[src/hw/rtl/stip_pkg.sv]
`timescale 1ns / 1ps
// stip_pkg: types, constants and the digit decoder of the string-to-integer parser
// used by stip_step and string_to_integer_parser_unit; no dependencies
package stip_pkg;

    localparam logic [63:0] LLONG_MAX     = 64'h7FFF_FFFF_FFFF_FFFF;
    localparam logic [63:0] LLONG_MIN_MAG = 64'h8000_0000_0000_0000;
    localparam logic [63:0] ULLONG_MAX    = 64'hFFFF_FFFF_FFFF_FFFF;

    localparam logic [7:0] CH_ZERO   = 8'h30;
    localparam logic [7:0] CH_NINE   = 8'h39;
    localparam logic [7:0] CH_LOW_A  = 8'h61;
    localparam logic [7:0] CH_LOW_Z  = 8'h7A;
    localparam logic [7:0] CH_UP_A   = 8'h41;
    localparam logic [7:0] CH_UP_Z   = 8'h5A;
    localparam logic [7:0] CH_LOW_X  = 8'h78;
    localparam logic [7:0] CH_UP_X   = 8'h58;
    localparam logic [7:0] CH_PLUS   = 8'h2B;
    localparam logic [7:0] CH_MINUS  = 8'h2D;
    localparam logic [7:0] CH_SPACE  = 8'h20;
    localparam logic [7:0] CH_TAB    = 8'h09;
    localparam logic [7:0] CH_CR     = 8'h0D;
    localparam logic [7:0] LOW_BIAS  = 8'h57;   // 'a' - 10
    localparam logic [7:0] UP_BIAS   = 8'h37;   // 'A' - 10

    localparam logic [5:0] NO_DIGIT  = 6'd63;
    localparam logic [5:0] BASE_MAX  = 6'd36;
    localparam logic [5:0] BASE_DEC  = 6'd10;
    localparam logic [5:0] BASE_OCT  = 6'd8;
    localparam logic [5:0] BASE_HEX  = 6'd16;
    localparam logic [5:0] BASE_AUTO = 6'd0;
    localparam logic [5:0] BASE_ONE  = 6'd1;
    localparam logic [5:0] BASE_MIN  = 6'd2;

    typedef enum logic [2:0] {
        PH_IDLE,
        PH_SPACE,
        PH_SIGN,
        PH_ZERO,
        PH_XPREF,
        PH_DIGITS
    } stip_phase_t;

    typedef enum logic [2:0] {
        ACT_NONE,
        ACT_BUMP,
        ACT_DIGIT,
        ACT_FINISH,
        ACT_EMIT_PREFIX
    } stip_action_t;

    typedef enum logic [1:0] {
        ST_OK       = 2'd0,
        ST_NO_DIGIT = 2'd1,
        ST_OVERFLOW = 2'd2
    } stip_status_t;

    typedef enum logic [0:0] {
        CFG_NUMBER_BASE   = 1'b0,
        CFG_SIGNED_RESULT = 1'b1
    } stip_cfg_idx_t;

    typedef struct packed {
        logic [7:0] ch;
        logic       first;
    } stip_char_t;

    typedef struct packed {
        logic [63:0]  value;
        stip_status_t status;
        logic [15:0]  end_offset;
    } stip_result_t;

    typedef struct packed {
        stip_phase_t phase;
        logic [63:0] acc;
        logic        negative;
        logic [5:0]  base;
        logic        ovf;
        logic        seen;
    } stip_state_t;

    function automatic logic [5:0] digit_of(input logic [7:0] c);
        logic [7:0] d;
        begin
            d = 8'd63;
            if (c >= CH_ZERO && c <= CH_NINE)
                d = c - CH_ZERO;
            else if (c >= CH_LOW_A && c <= CH_LOW_Z)
                d = c - LOW_BIAS;
            else if (c >= CH_UP_A && c <= CH_UP_Z)
                d = c - UP_BIAS;
            digit_of = (d == 8'd63) ? NO_DIGIT : d[5:0];
        end
    endfunction

endpackage

[src/hw/rtl/string_to_integer_parser_unit.sv]
`timescale 1ns / 1ps
// string_to_integer_parser_unit: streaming strtoll/strtoull style text-to-integer parser
// depends on stip_pkg and stip_step
//
// Characters arrive one per request on char_valid/char_stall/char_data; first marks
// the start of a new string. Leading white space, an optional sign and an optional
// 0x prefix are taken, then digits in the configured base. The first character not
// accepted ends the parse and produces one result on res_valid/res_stall/res_data:
// the value, a status (ok, no digits, saturated overflow) and the characters used.
// Configuration goes through cfg_valid/cfg_ready/cfg_index/cfg_data (cfg_ready is
// always high); the user must write it only while the unit is idle, which it does not enforce.
// Each character is held in the input register, then the parse step and the result
// register take it, and res_valid comes from the result register. One character is
// taken every cycle while res_stall does not hold a pending result; the parse state
// loop (multiply-add by the base, cutoff compare) is combinational around its register.
// Reset: base 10, signed mode, parser idle, no result pending.
// While res_stall holds a pending result, the parse step waits on its next character
// and char_stall rises once the input register is full.
module string_to_integer_parser_unit #(
    parameter int OFFSET_BITS = 16
) (
    input  logic                    clk,
    input  logic                    rst_n,
    input  logic                    char_valid,
    output logic                    char_stall,
    input  stip_pkg::stip_char_t    char_data,
    output logic                    res_valid,
    input  logic                    res_stall,
    output stip_pkg::stip_result_t  res_data,
    input  logic                    cfg_valid,
    output logic                    cfg_ready,
    input  stip_pkg::stip_cfg_idx_t cfg_index,
    input  logic [5:0]              cfg_data
);
    import stip_pkg::*;

    logic [5:0]             base_reg;
    logic                   signed_reg;

    logic                   in_valid_reg;
    stip_char_t             in_reg;

    stip_state_t            state_reg;
    stip_state_t            state_next;
    logic [OFFSET_BITS-1:0] count_reg;
    logic [OFFSET_BITS-1:0] count_next;

    logic                   out_valid_reg;
    stip_result_t           out_reg;

    logic                   step_result_valid;
    stip_result_t           step_result;
    logic                   out_free;
    logic                   step_go;

    stip_step #(
        .OFFSET_BITS(OFFSET_BITS)
    ) u_step (
        .state        (state_reg),
        .count        (count_reg),
        .item         (in_reg),
        .number_base  (base_reg),
        .signed_result(signed_reg),
        .state_next   (state_next),
        .count_next   (count_next),
        .result_valid (step_result_valid),
        .result       (step_result)
    );

    assign out_free   = !out_valid_reg || !res_stall;
    assign step_go    = in_valid_reg && out_free;
    assign char_stall = in_valid_reg && !out_free;
    assign res_valid  = out_valid_reg;
    assign res_data   = out_reg;
    assign cfg_ready  = 1'b1;

    always_ff @(posedge clk or negedge rst_n)
    begin
        if (!rst_n)
        begin
            base_reg   <= BASE_DEC;
            signed_reg <= 1'b1;
        end
        else if (cfg_valid)
        begin
            unique case (cfg_index)
                CFG_NUMBER_BASE:   base_reg   <= cfg_data;
                CFG_SIGNED_RESULT: signed_reg <= cfg_data[0];
            endcase
        end
    end

    // input register
    always_ff @(posedge clk or negedge rst_n)
    begin
        if (!rst_n)
            in_valid_reg <= 1'b0;
        else if (!char_stall)
            in_valid_reg <= char_valid;
    end

    always_ff @(posedge clk)
    begin
        if (!char_stall && char_valid)
            in_reg <= char_data;
    end

    // parse state
    always_ff @(posedge clk or negedge rst_n)
    begin
        if (!rst_n)
        begin
            state_reg.phase    <= PH_IDLE;
            state_reg.acc      <= '0;
            state_reg.negative <= 1'b0;
            state_reg.base     <= BASE_DEC;
            state_reg.ovf      <= 1'b0;
            state_reg.seen     <= 1'b0;
            count_reg          <= '0;
        end
        else if (step_go)
        begin
            state_reg <= state_next;
            count_reg <= count_next;
        end
    end

    // result register
    always_ff @(posedge clk or negedge rst_n)
    begin
        if (!rst_n)
            out_valid_reg <= 1'b0;
        else if (step_go && step_result_valid)
            out_valid_reg <= 1'b1;
        else if (!res_stall)
            out_valid_reg <= 1'b0;
    end

    always_ff @(posedge clk)
    begin
        if (step_go && step_result_valid)
            out_reg <= step_result;
    end

endmodule

[src/hw/rtl/stip_step.sv]
`timescale 1ns / 1ps
// stip_step: one-character parse step, next state and optional result
// depends on stip_pkg
module stip_step #(
    parameter int OFFSET_BITS = 16
) (
    input  stip_pkg::stip_state_t  state,
    input  logic [OFFSET_BITS-1:0] count,
    input  stip_pkg::stip_char_t   item,
    input  logic [5:0]             number_base,
    input  logic                   signed_result,
    output stip_pkg::stip_state_t  state_next,
    output logic [OFFSET_BITS-1:0] count_next,
    output logic                   result_valid,
    output stip_pkg::stip_result_t result
);
    import stip_pkg::*;

    stip_state_t            e_st;
    logic [OFFSET_BITS-1:0] e_count;
    logic [OFFSET_BITS-1:0] count_bumped;
    logic [5:0]             chr_digit;
    logic                   is_space;

    stip_action_t act;
    stip_phase_t  ph;
    logic [5:0]   b;
    logic         ng;
    logic [5:0]   dig;

    logic [63:0]  lim;
    logic [70:0]  sum;
    logic         fits;

    // restart on first character
    always_comb
    begin
        e_st    = state;
        e_count = count;
        if (item.first)
        begin
            e_st.phase    = PH_SPACE;
            e_st.acc      = '0;
            e_st.negative = 1'b0;
            e_st.base     = number_base;
            e_st.ovf      = 1'b0;
            e_st.seen     = 1'b0;
            e_count       = '0;
        end
    end

    assign chr_digit    = digit_of(item.ch);
    assign is_space     = (item.ch == CH_SPACE) || (item.ch >= CH_TAB && item.ch <= CH_CR);
    assign count_bumped = (e_count == '1) ? e_count : e_count + 1'b1;

    // phase walk: decides the action, next phase and resolved base
    always_comb
    begin
        logic done;
        done = 1'b0;
        act  = ACT_NONE;
        ph   = e_st.phase;
        b    = e_st.base;
        ng   = e_st.negative;
        dig  = '0;
        if (ph == PH_IDLE)
            done = 1'b1;
        else if (b == BASE_ONE || b > BASE_MAX)
        begin
            act  = ACT_FINISH;
            done = 1'b1;
        end
        if (!done && ph == PH_SPACE)
        begin
            if (is_space)
            begin
                act  = ACT_BUMP;
                done = 1'b1;
            end
            else
            begin
                ph = PH_SIGN;
                if (item.ch == CH_PLUS || item.ch == CH_MINUS)
                begin
                    ng   = (item.ch == CH_MINUS);
                    act  = ACT_BUMP;
                    done = 1'b1;
                end
            end
        end
        if (!done && ph == PH_SIGN)
        begin
            if ((b == BASE_AUTO || b == BASE_HEX) && item.ch == CH_ZERO)
            begin
                act  = ACT_DIGIT;
                ph   = PH_ZERO;
                done = 1'b1;
            end
            else
            begin
                if (b == BASE_AUTO)
                    b = BASE_DEC;
                ph = PH_DIGITS;
            end
        end
        if (!done && ph == PH_ZERO)
        begin
            if (item.ch == CH_LOW_X || item.ch == CH_UP_X)
            begin
                act  = ACT_BUMP;
                b    = BASE_HEX;
                ph   = PH_XPREF;
                done = 1'b1;
            end
            else
            begin
                if (b == BASE_AUTO)
                    b = BASE_OCT;
                ph = PH_DIGITS;
            end
        end
        if (!done && ph == PH_XPREF)
        begin
            if (chr_digit < BASE_HEX)
            begin
                act = ACT_DIGIT;
                dig = chr_digit;
                ph  = PH_DIGITS;
            end
            else
                act = ACT_EMIT_PREFIX;
            done = 1'b1;
        end
        if (!done)
        begin
            if (b >= BASE_MIN && chr_digit < b)
            begin
                act = ACT_DIGIT;
                dig = chr_digit;
            end
            else
                act = ACT_FINISH;
        end
        if (act == ACT_FINISH || act == ACT_EMIT_PREFIX)
            ph = PH_IDLE;
    end

    assign lim  = !signed_result ? ULLONG_MAX : (ng ? LLONG_MIN_MAG : LLONG_MAX);
    // acc * base + digit never wraps at 71 bits, so the cutoff test is a plain compare
    assign sum  = (71'(e_st.acc) * 71'(b)) + 71'(dig);
    assign fits = (sum <= 71'(lim));

    // datapath and result
    always_comb
    begin
        state_next          = e_st;
        state_next.phase    = ph;
        state_next.base     = b;
        state_next.negative = ng;
        count_next          = e_count;
        result_valid        = 1'b0;
        result.value        = '0;
        result.status       = ST_OK;
        result.end_offset   = 16'(e_count);
        unique case (act)
            ACT_NONE:
            begin
            end
            ACT_BUMP:
                count_next = count_bumped;
            ACT_DIGIT:
            begin
                state_next.seen = 1'b1;
                count_next      = count_bumped;
                if (!e_st.ovf && b >= BASE_MIN)
                begin
                    if (fits)
                        state_next.acc = sum[63:0];
                    else
                        state_next.ovf = 1'b1;
                end
            end
            ACT_FINISH:
            begin
                result_valid = 1'b1;
                if (!e_st.seen)
                begin
                    result.status     = ST_NO_DIGIT;
                    result.end_offset = '0;
                end
                else if (e_st.ovf || e_st.acc > lim)
                begin
                    result.status = ST_OVERFLOW;
                    result.value  = signed_result ? (ng ? LLONG_MIN_MAG : LLONG_MAX)
                                                  : ULLONG_MAX;
                end
                else
                    result.value = ng ? (64'd0 - e_st.acc) : e_st.acc;
            end
            ACT_EMIT_PREFIX:
            begin
                // bare 0x prefix: stop just past the zero
                result_valid      = 1'b1;
                result.end_offset = 16'((e_count != '0) ? e_count - 1'b1 : e_count);
            end
            default:
            begin
            end
        endcase
    end

endmodule
[config.mk]
export PLATFORM = sky130hd
export DESIGN_NAME = string_to_integer_parser_unit
export DESIGN_NICKNAME = d
export VERILOG_FILES = /design/src/hw/rtl/stip_pkg.sv /design/src/hw/rtl/string_to_integer_parser_unit.sv /design/src/hw/rtl/stip_step.sv
export SDC_FILE = /design/constraint.sdc
export NUM_CORES = 2
export LEC_CHECK = 0
export BUFFER_PORTS_ARGS = -buffer_cell sky130_fd_sc_hd__buf_2
export CAP_MARGIN = 20
export CORE_UTILIZATION = 42
export DETAILED_ROUTE_END_ITERATION = 12
export HOLD_SLACK_MARGIN = 0.03
export PLACE_DENSITY = 0.58
export SETUP_SLACK_MARGIN = 0.02
export SLEW_MARGIN = 30
export SYNTH_ARGS = -nofsm -noshare
export SYNTH_HDL_FRONTEND = slang
export SYNTH_SLANG_ARGS = --single-unit
[constraint.sdc]
create_clock -name clk -period 9.05 [get_ports clk]
set_clock_uncertainty 0.05 [all_clocks]
set_input_delay 0.905 -clock clk [delete_from_list [all_inputs] [get_ports clk]]
set_output_delay 0.905 -clock clk [all_outputs]
set_load 0.005 [all_outputs]
==> metrics <==
Post-synth EDFFs=91; hold_buf cts=0; largest net degree at the start of global routing=79; Peak VDD IR=0.1738 mV; Cell variety after synth=101; vias in the first global route=26370; P&R area growth vs syn=29.21%; Synth Instances=3157; Worst setup EP type=flop; DP Area=0.03329 mm^2; leakage=17.88 nW; hold crit path type=in2async; num rows=93; worst endpoint required time=9.39 ns; syn nets=3727; CTS buffer count=17; ANT nets after route=0; Setup Total Neg Slack=-38.85 ns; Util after Layout=0.5506; Post-route DRC=0; Hold WS=0.3026 ns; cell mode on critical path=buf_4; max reg flops=82; ys async rst share=0.5260; crit path setup slack, layout=-0.6825 ns; pwr dens=126.9 mW/mm^2; Slew HR=0.3798; CP max stage cell=fa_1; synth top area cells=fa_1 18%, ha_1 13%, edfxtp_1 9.9%, dfrtp_1 8.7%, nor2_1 5.0%; die area=0.06667 mm^2; share of layout cells above drive strength 1=0.2870; crit path max fanout=11; synthesized flop and latch total=192; drt via density=5.620; Slew @ Worst Pin=0.9293 ns; detailed placement HPWL=77920 um; Worst Path Arrival=10.07 ns; final hold violations=0; I/O pin count=106; wire per inst=21.38 um; final antenna diode count=0; Die X=258.2 um; clk_lat worst skew=0.51 ns; TritonCTS clock tree=done; Global Route Usage Sum=0.3002; Nets=4334; crit-path max cell delay=0.56 ns; RD Place Congestion=0.9598; CTS Sinks=192; core area=0.06470 mm^2; global route overflow=0; unrepaired setup endpoints after global routing=true; worst slack, placed=-1.087 ns; clock slew at reported path FFs=0.08 ns; number of buffers added on ports=104; DIE HEIGHT=258.2 um; first-pass GRT wire length=153900 um; outcome=complete, but fails checks; DR iter-0 viols=2179; period utilization=1.075; Synth top area share=0.1830; FMAX=0.1027 GHz; crit start category=flop; H-Tree Depth=4; total power=4.521 mW; routed vias=26030; area leader, netlist=fa_1; final setup vio count=65; Starting Density=0.4261; initial antenna violation count=0; Post-Layout Cell Count=4632; Pre-antenna DRT Iters=5; design area=0.03562 mm^2; Filler cells=5924; MaxCap Viol Count=0; WS Path Type=reg2reg; Pins Over Slew Limit=0; failing checks=setup timing; Total Wirelength=99050 um; Tmin final=9.732 ns; Root Buffer=clkbuf_16; DP Cell Count=4540; YS warnings=0; cell area after synthesis=0.02757 mm^2; mean post-synth cell area=8.733 um^2; register area share after synthesis=0.1910; Clock Tree Buf Depth=2; Top FF cell, synth=dfrtp_1
## cells by family after synthesis
logic type	Yosys count	synth area share
flops	192	0.1910
compound gates	644	0.1550
buf+inv	434	0.06276
fa+ha+maj	549	0.3178
other cells	1	0.0001360
xor+xnor	136	0.04320
mux	81	0.04044
simple gates	1120	0.1897
## power breakdown
part	internal [mW]	switching, mW
registers	1.12	0.0826
logic	1.01	1.48
clock network	0.419	0.409
total	2.55	1.97
## layer usage
layer / vias to the layer above / share of wire / global-route usage
met3: 96 / 0.068 / 0.04362
met5: - / 0 / 0
met2: 867 / 0.45 / 0.4710
met4: 0 / 0.019 / 0.07035
met1: 12950 / 0.46 / 0.4348
li1: 12130 / - / -
## worst max-delay path: cells and delay by family, from the launching register on
kind / cells / cell delay (ns)
fa+ha+maj: 6 / 2.51
compound gates: 11 / 2.40
buf+inv: 14 / 2.04
simple gates: 12 / 1.78
flops: 1 / 0.49
mux: 1 / 0.30
## repair_timing
action	in CTS	in global routing
pin swaps	54	28
buffers inserted	33	16
resized for setup	131	56
endpoints found under the setup margin	65	65
gates cloned	8	3
## cell usage in the layout, fill, tap and decap left out, types with 40 or more instances in the layout
| master | instances |
|---|---|
| ha_1 | 246 |
| buf_2 | 103 |
| buf_4 | 607 |
| xnor2_1 | 87 |
| xor2_1 | 48 |
| nand2_1 | 355 |
| a211oi_1 | 79 |
| mux2_4 | 57 |
| nor2b_1 | 40 |
| dfrtp_1 | 96 |
| inv_1 | 252 |
| a21oi_1 | 147 |
| o21ai_0 | 115 |
| a21o_1 | 68 |
| edfxtp_1 | 91 |
| nand4_1 | 57 |
| and2_1 | 75 |
| nand3_1 | 42 |
| ha_4 | 46 |
| fa_1 | 248 |
| nor2_1 | 334 |
## path summary, 6_finish.rpt
check | startpoint | endpoint | slack (ns) | depth (start not counted)
setup / recovery | in_reg[1] | state_reg[38] | -0.68 | 44
hold / removal | rst_n | base_reg[4] | 0.30 | 1
setup reg to reg | in_reg[1] | state_reg[38] | -0.68 | 44
hold reg to reg | state_reg[0] | state_reg[0] | 0.43 | 2
max in group asynchronous | rst_n | state_reg[9] | 7.49 | 2
min in group clk | state_reg[0] | state_reg[0] | 0.43 | 2
## cell type report
class	count	area, um^2	area share
flip-flops and latches	192	5266	0.1478
clock buffers	19	432.9	0.01215
inverters	273	1041	0.02922
clock inverters	13	168.9	0.004741
well taps	855	1070	0.03003
multi-input cells	2531	21780	0.6115
repair buffers	749	5862	0.1645
## synth_stat cells, types with 68 or more instances
cell,instances
nor2_1,369
nand2_1,363
ha_1,297
inv_1,265
fa_1,252
a21oi_1,160
o21ai_0,124
clkbuf_1,118
dfrtp_1,96
edfxtp_1,91
xnor2_1,88
a211oi_1,84
and2_1,76
a21o_1,68
Note: power is estimated with default switching activity, not from simulation.
